$ cat config.mk
export PLATFORM = sky130hd
export DESIGN_NAME = char_stream_lexer
export DESIGN_NICKNAME = d
export VERILOG_FILES = /design/src/csl_pkg.sv /design/src/char_stream_lexer.sv /design/src/csl_front.sv /design/src/csl_queue.sv /design/src/csl_back.sv
export SDC_FILE = /design/constraint.sdc
export NUM_CORES = 1
export LEC_CHECK = 0
export ABC_CLOCK_PERIOD_IN_PS = 5850
export BUFFER_PORTS_ARGS = -buffer_cell sky130_fd_sc_hd__buf_2
export CAP_MARGIN = 20
export CORE_ASPECT_RATIO = 0.5
export CORE_UTILIZATION = 45
export CTS_BUF_LIST = sky130_fd_sc_hd__clkbuf_8
export DETAILED_ROUTE_END_ITERATION = 10
export PLACE_DENSITY = 0.73
export REMOVE_ABC_BUFFERS = 1
export SLEW_MARGIN = 20
export SYNTH_ARGS = -nofsm -noshare
export SYNTH_HDL_FRONTEND = slang
export SYNTH_SLANG_ARGS = --single-unit
$ cat constraint.sdc
create_clock -name clock -period 5.85 [get_ports clock]
set_input_delay 0.8775 -clock clock [delete_from_list [all_inputs] [get_ports clock]]
set_output_delay 0.8775 -clock clock [all_outputs]
set_load 0.02 [all_outputs]
$ cat src/csl_pkg.sv
// ----------------------------------------------------------------------------
// csl_pkg
// Shared types and constants for the character stream lexer: token kinds,
// character codes and the token bundle passed from front end to back end.
// ----------------------------------------------------------------------------
package csl_pkg;

   localparam int MAX_TOKENS  = 3;
   localparam int QUEUE_DEPTH = 4;

   // Token kinds
   localparam logic [4:0] K_LPAREN  = 5'd0;
   localparam logic [4:0] K_RPAREN  = 5'd1;
   localparam logic [4:0] K_LBRACE  = 5'd2;
   localparam logic [4:0] K_RBRACE  = 5'd3;
   localparam logic [4:0] K_COMMA   = 5'd4;
   localparam logic [4:0] K_DOT     = 5'd5;
   localparam logic [4:0] K_MINUS   = 5'd6;
   localparam logic [4:0] K_PLUS    = 5'd7;
   localparam logic [4:0] K_SEMI    = 5'd8;
   localparam logic [4:0] K_STAR    = 5'd9;
   localparam logic [4:0] K_SLASH   = 5'd10;
   localparam logic [4:0] K_BANG    = 5'd11;
   localparam logic [4:0] K_BANG_EQ = 5'd12;
   localparam logic [4:0] K_EQ      = 5'd13;
   localparam logic [4:0] K_EQ_EQ   = 5'd14;
   localparam logic [4:0] K_GT      = 5'd15;
   localparam logic [4:0] K_GT_EQ   = 5'd16;
   localparam logic [4:0] K_LT      = 5'd17;
   localparam logic [4:0] K_LT_EQ   = 5'd18;
   localparam logic [4:0] K_IDENT   = 5'd19;
   localparam logic [4:0] K_STRING  = 5'd20;
   localparam logic [4:0] K_NUMBER  = 5'd21;
   localparam logic [4:0] K_UNKNOWN = 5'd22;
   localparam logic [4:0] K_UNTERM  = 5'd23;

   // Character codes
   localparam logic [7:0] CH_LPAREN = 8'h28;
   localparam logic [7:0] CH_RPAREN = 8'h29;
   localparam logic [7:0] CH_LBRACE = 8'h7B;
   localparam logic [7:0] CH_RBRACE = 8'h7D;
   localparam logic [7:0] CH_COMMA  = 8'h2C;
   localparam logic [7:0] CH_DOT    = 8'h2E;
   localparam logic [7:0] CH_MINUS  = 8'h2D;
   localparam logic [7:0] CH_PLUS   = 8'h2B;
   localparam logic [7:0] CH_SEMI   = 8'h3B;
   localparam logic [7:0] CH_STAR   = 8'h2A;
   localparam logic [7:0] CH_SLASH  = 8'h2F;
   localparam logic [7:0] CH_BANG   = 8'h21;
   localparam logic [7:0] CH_EQ     = 8'h3D;
   localparam logic [7:0] CH_GT     = 8'h3E;
   localparam logic [7:0] CH_LT     = 8'h3C;
   localparam logic [7:0] CH_SPACE  = 8'h20;
   localparam logic [7:0] CH_TAB    = 8'h09;
   localparam logic [7:0] CH_CR     = 8'h0D;
   localparam logic [7:0] CH_NL     = 8'h0A;
   localparam logic [7:0] CH_DQUOTE = 8'h22;
   localparam logic [7:0] CH_SQUOTE = 8'h27;
   localparam logic [7:0] CH_UNDER  = 8'h5F;

   typedef struct packed {
      logic [4:0]  kind;
      logic [15:0] start_col;
      logic [15:0] length;
   } tok_type;

   // All tokens of one request share the row count seen on entry
   typedef struct packed {
      logic [1:0]                  count;
      logic [15:0]                 row;
      tok_type [MAX_TOKENS-1:0]    toks;
   } bundle_type;

   function automatic logic is_digit(input logic [7:0] c);
      is_digit = (c >= 8'h30) && (c <= 8'h39);
   endfunction

   function automatic logic is_alpha(input logic [7:0] c);
      is_alpha = ((c >= 8'h61) && (c <= 8'h7A)) || ((c >= 8'h41) && (c <= 8'h5A))
                 || (c == CH_UNDER);
   endfunction

endpackage

$ cat src/char_stream_lexer.sv
// ----------------------------------------------------------------------------
// char_stream_lexer
// Character stream lexer: one character byte per request in, tokens out.
// ----------------------------------------------------------------------------
// The scanner takes one character per clock while the queue has room and
// builds, combinationally, the bundle of the zero to three tokens that the
// character completes; bundles wait in a four-entry queue and the output side
// hands out one token per clock while the receiver is ready, so characters
// that complete at most one token stream at one per cycle; a character that
// completes two or three tokens holds the output for each in turn, absorbed by
// the queue; each bundle is registered in the queue first. A request with
// req_end_flag set flushes pending tokens and returns the scanner to reset.
module char_stream_lexer #(
   parameter int POSITION_BITS = 16
) (
   input  logic        clock,
   input  logic        reset,
   input  logic        req_valid,
   output logic        req_ready,
   input  logic [7:0]  req_char_code,
   input  logic        req_end_flag,
   output logic        rsp_valid,
   input  logic        rsp_ready,
   output logic [4:0]  rsp_token_kind,
   output logic [15:0] rsp_start_col,
   output logic [15:0] rsp_token_length,
   output logic [15:0] rsp_row_number,
   output logic        rsp_last_of_run
);
   import csl_pkg::*;

   bundle_type bundle;
   bundle_type head;
   logic       full;
   logic       empty;
   logic       pop;
   logic       take;

   assign req_ready = !full;
   assign take      = req_valid && req_ready;

   csl_front #(
      .POSITION_BITS (POSITION_BITS)
   ) u_front (
      .clock     (clock),
      .reset     (reset),
      .take      (take),
      .char_code (req_char_code),
      .end_flag  (req_end_flag),
      .bundle    (bundle)
   );

   csl_queue u_queue (
      .clock     (clock),
      .reset     (reset),
      .push      (take && (bundle.count != 2'd0)),
      .push_data (bundle),
      .full      (full),
      .pop       (pop),
      .empty     (empty),
      .head      (head)
   );

   csl_back u_back (
      .clock            (clock),
      .reset            (reset),
      .empty            (empty),
      .head             (head),
      .pop              (pop),
      .rsp_valid        (rsp_valid),
      .rsp_ready        (rsp_ready),
      .rsp_token_kind   (rsp_token_kind),
      .rsp_start_col    (rsp_start_col),
      .rsp_token_length (rsp_token_length),
      .rsp_row_number   (rsp_row_number),
      .rsp_last_of_run  (rsp_last_of_run)
   );

endmodule

$ cat src/csl_front.sv
// ----------------------------------------------------------------------------
// csl_front
// Scanner state machine: classifies one character per cycle while take is
// high and builds the bundle of tokens that the character completes.
// ----------------------------------------------------------------------------
module csl_front #(
   parameter int POSITION_BITS = 16
) (
   input  logic                clock,
   input  logic                reset,
   input  logic                take,
   input  logic [7:0]          char_code,
   input  logic                end_flag,
   output csl_pkg::bundle_type bundle
);
   import csl_pkg::*;

   localparam int P  = POSITION_BITS;
   localparam int EW = (P + 1 > 17) ? P + 1 : 17;

   typedef enum logic [11:0] {
      MODE_IDLE    = 12'b0000_0000_0001,
      MODE_IDENT   = 12'b0000_0000_0010,
      MODE_INT     = 12'b0000_0000_0100,
      MODE_INTDOT  = 12'b0000_0000_1000,
      MODE_FRAC    = 12'b0000_0001_0000,
      MODE_STRING  = 12'b0000_0010_0000,
      MODE_COMMENT = 12'b0000_0100_0000,
      MODE_SLASH   = 12'b0000_1000_0000,
      MODE_BANG    = 12'b0001_0000_0000,
      MODE_EQ      = 12'b0010_0000_0000,
      MODE_GT      = 12'b0100_0000_0000,
      MODE_LT      = 12'b1000_0000_0000
   } mode_type;

   mode_type       mode_ff, mode_in;
   logic           quote_ff, quote_in;
   logic [P-1:0]   start_ff, start_in;
   logic [P-1:0]   pos_ff, pos_in;
   logic [15:0]    line_ff, line_in;

   logic [P-1:0]   pos_m1;
   logic [P-1:0]   span_cur;
   logic [P-1:0]   span_dot;
   logic [15:0]    line_inc;
   logic [1:0]     fl_cnt;
   tok_type        fl_tok0, fl_tok1;
   logic [1:0]     n;
   logic           consumed;
   logic           do_flush;

   function automatic logic [15:0] sat16(input logic [P:0] v);
      logic [EW-1:0] e;
      e = EW'(v);
      sat16 = (e > EW'(17'h0FFFF)) ? 16'hFFFF : e[15:0];
   endfunction

   function automatic logic [P-1:0] span(input logic [P-1:0] a, input logic [P-1:0] b);
      span = (b > a) ? (b - a) : P'(1);
   endfunction

   function automatic tok_type mk(input logic [4:0] kind, input logic [P-1:0] s,
                                  input logic [P:0] len);
      tok_type t;
      t.kind      = kind;
      t.start_col = sat16({1'b0, s});
      t.length    = (len == '0) ? 16'd1 : sat16(len);
      mk = t;
   endfunction

   assign pos_m1   = (pos_ff != '0) ? pos_ff - P'(1) : '0;
   assign span_cur = span(start_ff, pos_ff);
   assign span_dot = span(start_ff, pos_m1);
   assign line_inc = (line_ff != 16'hFFFF) ? line_ff + 16'd1 : line_ff;

   // Tokens left pending by the current mode
   always_comb begin
      fl_cnt  = 2'd0;
      fl_tok0 = '0;
      fl_tok1 = '0;
      case (mode_ff)
         MODE_IDENT: begin
            fl_cnt  = 2'd1;
            fl_tok0 = mk(K_IDENT, start_ff, {1'b0, span_cur});
         end
         MODE_INT, MODE_FRAC: begin
            fl_cnt  = 2'd1;
            fl_tok0 = mk(K_NUMBER, start_ff, {1'b0, span_cur});
         end
         MODE_INTDOT: begin
            fl_cnt  = 2'd2;
            fl_tok0 = mk(K_NUMBER, start_ff, {1'b0, span_dot});
            fl_tok1 = mk(K_DOT, pos_m1, (P+1)'(1));
         end
         MODE_SLASH: begin
            fl_cnt  = 2'd1;
            fl_tok0 = mk(K_SLASH, start_ff, (P+1)'(1));
         end
         MODE_BANG: begin
            fl_cnt  = 2'd1;
            fl_tok0 = mk(K_BANG, start_ff, (P+1)'(1));
         end
         MODE_EQ: begin
            fl_cnt  = 2'd1;
            fl_tok0 = mk(K_EQ, start_ff, (P+1)'(1));
         end
         MODE_GT: begin
            fl_cnt  = 2'd1;
            fl_tok0 = mk(K_GT, start_ff, (P+1)'(1));
         end
         MODE_LT: begin
            fl_cnt  = 2'd1;
            fl_tok0 = mk(K_LT, start_ff, (P+1)'(1));
         end
         default: begin
            fl_cnt = 2'd0;
         end
      endcase
   end

   always_comb begin
      mode_in  = mode_ff;
      quote_in = quote_ff;
      start_in = start_ff;
      pos_in   = pos_ff;
      line_in  = line_ff;
      bundle   = '0;
      n        = 2'd0;
      consumed = 1'b0;
      do_flush = 1'b0;
      bundle.row = line_ff;

      if (end_flag) begin
         if (mode_ff == MODE_STRING) begin
            bundle.toks[0] = mk(K_UNTERM, start_ff, {1'b0, span_cur});
            n = 2'd1;
         end else begin
            bundle.toks[0] = fl_tok0;
            bundle.toks[1] = fl_tok1;
            n = fl_cnt;
         end
         mode_in  = MODE_IDLE;
         quote_in = 1'b0;
         start_in = '0;
         pos_in   = '0;
         line_in  = 16'd1;
      end else begin
         case (mode_ff)
            MODE_IDENT: begin
               if (is_alpha(char_code) || is_digit(char_code)) consumed = 1'b1;
               else do_flush = 1'b1;
            end
            MODE_INT: begin
               if (is_digit(char_code)) begin
                  consumed = 1'b1;
               end else if (char_code == CH_DOT) begin
                  consumed = 1'b1;
                  mode_in  = MODE_INTDOT;
               end else begin
                  do_flush = 1'b1;
               end
            end
            MODE_INTDOT: begin
               if (is_digit(char_code)) begin
                  consumed = 1'b1;
                  mode_in  = MODE_FRAC;
               end else begin
                  do_flush = 1'b1;
               end
            end
            MODE_FRAC: begin
               if (is_digit(char_code)) consumed = 1'b1;
               else do_flush = 1'b1;
            end
            MODE_STRING: begin
               consumed = 1'b1;
               if (char_code == (quote_ff ? CH_SQUOTE : CH_DQUOTE)) begin
                  bundle.toks[0] = mk(K_STRING, start_ff, {1'b0, span_cur} + (P+1)'(1));
                  n       = 2'd1;
                  mode_in = MODE_IDLE;
               end else if (char_code == CH_NL) begin
                  line_in = line_inc;
               end
            end
            MODE_COMMENT: begin
               // newline ends the comment and is then handled as a plain character
               if (char_code != CH_NL) consumed = 1'b1;
               else mode_in = MODE_IDLE;
            end
            MODE_SLASH: begin
               if (char_code == CH_SLASH || char_code == CH_STAR) begin
                  consumed = 1'b1;
                  mode_in  = MODE_COMMENT;
               end else begin
                  do_flush = 1'b1;
               end
            end
            MODE_BANG, MODE_EQ, MODE_GT, MODE_LT: begin
               if (char_code == CH_EQ) begin
                  consumed = 1'b1;
                  bundle.toks[0] = mk(fl_tok0.kind + 5'd1, start_ff, (P+1)'(2));
                  n       = 2'd1;
                  mode_in = MODE_IDLE;
               end else begin
                  do_flush = 1'b1;
               end
            end
            default: begin
               consumed = 1'b0;
            end
         endcase

         if (do_flush) begin
            bundle.toks[0] = fl_tok0;
            bundle.toks[1] = fl_tok1;
            n       = fl_cnt;
            mode_in = MODE_IDLE;
         end

         if (!consumed) begin
            case (char_code)
               CH_LPAREN, CH_RPAREN, CH_LBRACE, CH_RBRACE, CH_COMMA, CH_DOT,
               CH_MINUS, CH_PLUS, CH_SEMI, CH_STAR: begin
                  bundle.toks[n].start_col = sat16({1'b0, pos_ff});
                  bundle.toks[n].length    = 16'd1;
                  case (char_code)
                     CH_LPAREN: bundle.toks[n].kind = K_LPAREN;
                     CH_RPAREN: bundle.toks[n].kind = K_RPAREN;
                     CH_LBRACE: bundle.toks[n].kind = K_LBRACE;
                     CH_RBRACE: bundle.toks[n].kind = K_RBRACE;
                     CH_COMMA:  bundle.toks[n].kind = K_COMMA;
                     CH_DOT:    bundle.toks[n].kind = K_DOT;
                     CH_MINUS:  bundle.toks[n].kind = K_MINUS;
                     CH_PLUS:   bundle.toks[n].kind = K_PLUS;
                     CH_SEMI:   bundle.toks[n].kind = K_SEMI;
                     default:   bundle.toks[n].kind = K_STAR;
                  endcase
                  n = n + 2'd1;
               end
               CH_SLASH: begin
                  mode_in  = MODE_SLASH;
                  start_in = pos_ff;
               end
               CH_BANG: begin
                  mode_in  = MODE_BANG;
                  start_in = pos_ff;
               end
               CH_EQ: begin
                  mode_in  = MODE_EQ;
                  start_in = pos_ff;
               end
               CH_GT: begin
                  mode_in  = MODE_GT;
                  start_in = pos_ff;
               end
               CH_LT: begin
                  mode_in  = MODE_LT;
                  start_in = pos_ff;
               end
               CH_SPACE, CH_TAB, CH_CR: begin
                  consumed = 1'b0;
               end
               CH_NL: begin
                  line_in = line_inc;
               end
               CH_DQUOTE, CH_SQUOTE: begin
                  quote_in = (char_code == CH_SQUOTE);
                  mode_in  = MODE_STRING;
                  start_in = pos_ff;
               end
               default: begin
                  if (is_digit(char_code)) begin
                     mode_in  = MODE_INT;
                     start_in = pos_ff;
                  end else if (is_alpha(char_code)) begin
                     mode_in  = MODE_IDENT;
                     start_in = pos_ff;
                  end else begin
                     bundle.toks[n] = mk(K_UNKNOWN, pos_ff, (P+1)'(1));
                     n = n + 2'd1;
                  end
               end
            endcase
         end

         // position sticks at all ones
         if (pos_ff != '1) pos_in = pos_ff + P'(1);
      end

      bundle.count = n;
   end

   always_ff @(posedge clock) begin
      if (reset) begin
         mode_ff  <= MODE_IDLE;
         quote_ff <= 1'b0;
         start_ff <= '0;
         pos_ff   <= '0;
         line_ff  <= 16'd1;
      end else if (take) begin
         mode_ff  <= mode_in;
         quote_ff <= quote_in;
         start_ff <= start_in;
         pos_ff   <= pos_in;
         line_ff  <= line_in;
      end
   end

endmodule

$ cat src/csl_queue.sv
// ----------------------------------------------------------------------------
// csl_queue
// Short queue of token bundles between the scanner and the output side.
// ----------------------------------------------------------------------------
module csl_queue (
   input  logic                clock,
   input  logic                reset,
   input  logic                push,
   input  csl_pkg::bundle_type push_data,
   output logic                full,
   input  logic                pop,
   output logic                empty,
   output csl_pkg::bundle_type head
);
   import csl_pkg::*;

   localparam int AW = $clog2(QUEUE_DEPTH);

   bundle_type           entry_ff [QUEUE_DEPTH];
   logic [AW-1:0]        wr_ff, wr_in;
   logic [AW-1:0]        rd_ff, rd_in;
   logic [AW:0]          cnt_ff, cnt_in;
   logic                 do_push;
   logic                 do_pop;

   assign full    = (cnt_ff == (AW+1)'(QUEUE_DEPTH));
   assign empty   = (cnt_ff == '0);
   assign head    = entry_ff[rd_ff];
   assign do_push = push && !full;
   assign do_pop  = pop && !empty;

   always_comb begin
      wr_in  = do_push ? wr_ff + AW'(1) : wr_ff;
      rd_in  = do_pop  ? rd_ff + AW'(1) : rd_ff;
      cnt_in = cnt_ff;
      if (do_push && !do_pop) cnt_in = cnt_ff + (AW+1)'(1);
      else if (!do_push && do_pop) cnt_in = cnt_ff - (AW+1)'(1);
   end

   always_ff @(posedge clock) begin
      if (reset) begin
         wr_ff  <= '0;
         rd_ff  <= '0;
         cnt_ff <= '0;
      end else begin
         wr_ff  <= wr_in;
         rd_ff  <= rd_in;
         cnt_ff <= cnt_in;
      end
   end

   always_ff @(posedge clock) begin
      if (do_push) entry_ff[wr_ff] <= push_data;
   end

endmodule

$ cat src/csl_back.sv
// ----------------------------------------------------------------------------
// csl_back
// Output side: walks the tokens of the head bundle, one per accepted result.
// ----------------------------------------------------------------------------
module csl_back (
   input  logic                clock,
   input  logic                reset,
   input  logic                empty,
   input  csl_pkg::bundle_type head,
   output logic                pop,
   output logic                rsp_valid,
   input  logic                rsp_ready,
   output logic [4:0]          rsp_token_kind,
   output logic [15:0]         rsp_start_col,
   output logic [15:0]         rsp_token_length,
   output logic [15:0]         rsp_row_number,
   output logic                rsp_last_of_run
);
   import csl_pkg::*;

   logic [1:0] sub_ff, sub_in;
   logic       last;
   tok_type    cur;

   assign cur  = head.toks[sub_ff];
   assign last = (sub_ff == head.count - 2'd1);

   assign rsp_valid        = !empty;
   assign rsp_token_kind   = cur.kind;
   assign rsp_start_col    = cur.start_col;
   assign rsp_token_length = cur.length;
   assign rsp_row_number   = head.row;
   assign rsp_last_of_run  = last;

   // drop the bundle once its last token is taken
   assign pop = rsp_valid && rsp_ready && last;

   always_comb begin
      sub_in = sub_ff;
      if (rsp_valid && rsp_ready) sub_in = last ? 2'd0 : sub_ff + 2'd1;
   end

   always_ff @(posedge clock) begin
      if (reset) begin
         sub_ff <= 2'd0;
      end else begin
         sub_ff <= sub_in;
      end
   end

endmodule

==> flow_summary.ini <==
[status]
status = complete, no violations

[pwr]
combPwrFrac = 0.157
intPower_mw = 5.48
pwr-share-clk = 0.349
power_density_nw_per_um2 = 284
seq_power_share = 0.494
ir_drop_uv = 138
leakage_nw = 8.84
p_sw_mw = 2.10
netSwitchingFraction = 0.277

[clock_tree]
clkSinkCount = 468
cts_tree = yes
clk_latency_ps = 640
clk_path_buf_depth = 3
hold_buffers = 0
root_buffer = clkbuf_8
cts_buffers = 71
clk_pin_slew_worst_paths_ps = 60
h-tree-depth = 3

[setup_path]
critPathMaxFanout = 16
crit_required_ps = 6210
cp.arrival_ps = 5880
start_kind = flip-flop
crit_chain = or4_1 -> nor2_1 -> nand2_1 -> or4_1 -> or2_2 -> nor2b_2 -> buf_12 -> a21oi_1 -> ha_1 -> a21o_1 -> or3_1 -> o21ai_1 -> o21ai_0 -> xor2_1 -> or4_1 -> nor4b_2 -> a2111oi_1 -> o2bb2ai_1 -> o311ai_1
r2r-end = u_queue.entry_ff[2][0]$_DFFE_PP_
cp_slowest_stage_delay_ps = 570
crit_path_top_delay_cell = or4_1
cpMostUsedCell = or4_1
rr_startpoint = u_front.pos_ff[2]$_SDFFE_PP0P_
r2r_setup_slack_ps = 320
crit_type = reg -> reg
r2r_cells = 19
worstSetupEndpointType = flip-flop

[global_route]
grt_pass1_vias = 16297
antenna_found_initial = 0
gr-total-overflow = 0
grt_usage = 0.231
grt_max_degree = 72
grt_pass1_wl_mm = 95.6

[synth]
ys_warn_count = 0
synth.top_cell.area_share = 0.498
synth_seq_cells = 468
syn_avg_cell_area_sq_um = 12.3
yosysSeqAreaShare = 0.559
yosysUniqueCellTypes = 92
synthFlopType = edfxtp_1
synth_top_cell_by_area = edfxtp_1
yosysMostFrequentCell = edfxtp_1
async_flop_share = 0
postSynthCellCount = 1947
synth_area_leaders = edfxtp_1 50%, mux4_2 9.3%, dfxtp_1 6.0%
synth_commonest_cells = 396 x edfxtp_1, 163 x nor2_1, 139 x nand2_1, 99 x mux4_2
synth_area_sq_um = 23900
synth-edff-count = 396

[timing]
maxSlewViolCount = 0
hold_viol_final = 0
slew_headroom = 0.248
clock_skew_ps = 19.5
timing.final.crit_share = 0.945
rsz0062_at_grt = no
finalSetupViolations = 0
worst_slew_pin_slew_ps = 1130
finalSetupTns_ps = 0
min_period_ps = 5530
max_freq_mhz = 181

[placed_design]
dpl-instance-area_sq_um = 25300
detailed_place_hpwl_mm = 42.4
place_congestion = 0.983
portBuffers = 68

[floorplan]
die_y_microns = 165
die_area_sq_um = 54000
core-area_sq_um = 52200
ios = 69
start_util = 0.457
rows = 59
die_x_microns = 328

[route]
remaining_drc_errors = 0
num_vias = 16956
wl_mm = 62.6
ant_nets = 0
via_per_inst = 6.05
drt-initial-drc-count = 1968
first_pass_iters = 5
wl_per_cell_microns = 22.3

[layout]
fill_cells = 4400
area.growth.synth_to_final_pct = 11.9
layout.nets = 2106
drive_above_1_share = 0.188
insertedDiodeCount = 0
final_area_sq_um = 26700

[min_path]
hold_path.class = reg -> reg
hold_end = u_front.start_ff[6]$_SDFFE_PP0P_
holdPathStages = 2
min_from = u_front.start_ff[6]$_SDFFE_PP0P_

[run]
maxCapViolCount = 0
[worst max-delay path, delay by kind of cell (launching register included)]
| family | cells | cell delay [ps] |
|---|---|---|
| AND/OR/NAND/NOR | 9 | 3140 |
| AO/OA/AOI/OAI | 7 | 1060 |
| adder cells (fa/ha/maj) | 1 | 390 |
| flip-flops | 1 | 310 |
| XOR/XNOR | 1 | 180 |
| buffers and inverters | 1 | 170 |
[area by class of cell]
type	instances	area [sq um]	share of cell area
well taps	701	877	0.0328
repair buffers	141	976	0.0365
clock buffers	78	1070	0.0402
inverters	68	255	0.00956
flip-flops and latches	468	13300	0.499
clock inverters	53	319	0.0119
multi-input cells	1293	9870	0.369
[metrics by stage]
stage	utilization	hold slack (ps)	setup slack, ps	cells	total power [mW]
3_3_place_gp	0.484	455	206	2669	4.97
3_5_place_dp	0.484	465	178	2669	4.98
5_1_grt	0.512	506	36.7	2802	7.84
4_1_cts	0.511	474	161	2800	7.60
2_1_floorplan	-	439	-1120	1829	4.59
6_report	0.512	473	324	2802	7.58
[state kept, by name, indices dropped and copies added (netlist names), named ones only]
register and count:
u_queue.entry_ff 396, u_front.line_ff 16, u_front.pos_ff 16, u_front.start_ff 16, u_front.mode_ff 12, u_queue.cnt_ff 3
u_back.sub_ff 2, u_queue.rd_ff 2, u_queue.wr_ff 2, u_front.quote_ff 1
[how the worst max path moves through the flow]
stage                                             endpoint  cells past startpoint                           start  slack [ps]
after floorplan             u_queue.cnt_ff[2]$_SDFFE_PP0P_                     12                       flip-flop       -1120
after global placement      u_queue.cnt_ff[2]$_SDFFE_PP0P_                     18                req_char_code[6]         210
after detailed placement    u_queue.cnt_ff[2]$_SDFFE_PP0P_                     18                req_char_code[6]         180
after CTS                 u_queue.entry_ff[1][0]$_DFFE_PP_                     19  u_front.pos_ff[2]$_SDFFE_PP0P_         160
after global routing      u_queue.entry_ff[1][0]$_DFFE_PP_                     17  u_front.pos_ff[0]$_SDFFE_PP0P_          40
final                     u_queue.entry_ff[2][0]$_DFFE_PP_                     19  u_front.pos_ff[2]$_SDFFE_PP0P_         320
[repair_timing]
action	CTS	global route
setup buffers	0	2
resized for setup	0	7
setup endpoints to repair	0	14
[routing by layer]
metal | global-route usage | vias up | wire (microns)
met2 | 0.354 | 745 | 28000
met1 | 0.331 | 8458 | 28000
li1 | - | 7655 | -
met5 | 0 | - | 0
met3 | 0.0479 | 98 | 5170
met4 | 0.0675 | 0 | 1390
[cell families after synthesis]
logic type	Yosys count	share of synthesized area
flip-flops	468	0.559
XOR/XNOR	78	0.0286
AO/OA/AOI/OAI	414	0.118
AND/OR/NAND/NOR	619	0.130
multiplexers	132	0.107
adder cells (fa/ha/maj)	50	0.0272
buffers and inverters	186	0.0298
[layout by cell type, fill, tap and decap left out, types with 24 or more instances in the layout]
cell type	count
a21oi_1	94
a22oi_1	24
and2_1	30
buf_2	68
buf_4	66
clkbuf_8	78
dfxtp_1	69
edfxtp_1	396
ha_1	47
inv_1	94
mux2i_1	31
mux4_2	99
nand2_1	139
nand3_1	56
nor2_1	163
nor2b_1	29
nor3_1	35
o21ai_0	83
o22ai_1	30
xnor2_1	36
xor2_1	42
[power groups by stage]
stage | Combinational (mW) | Sequential (mW) | Clock [mW]
3_5_place_dp | 1.17 | 3.82 | 0
4_1_cts | 1.17 | 3.74 | 2.68
2_1_floorplan | 0.761 | 3.83 | 0
6_report | 1.19 | 3.74 | 2.65
5_1_grt | 1.28 | 3.75 | 2.81
3_3_place_gp | 1.16 | 3.81 | 0
No activity file was read; power rests on OpenSTA's default activity.
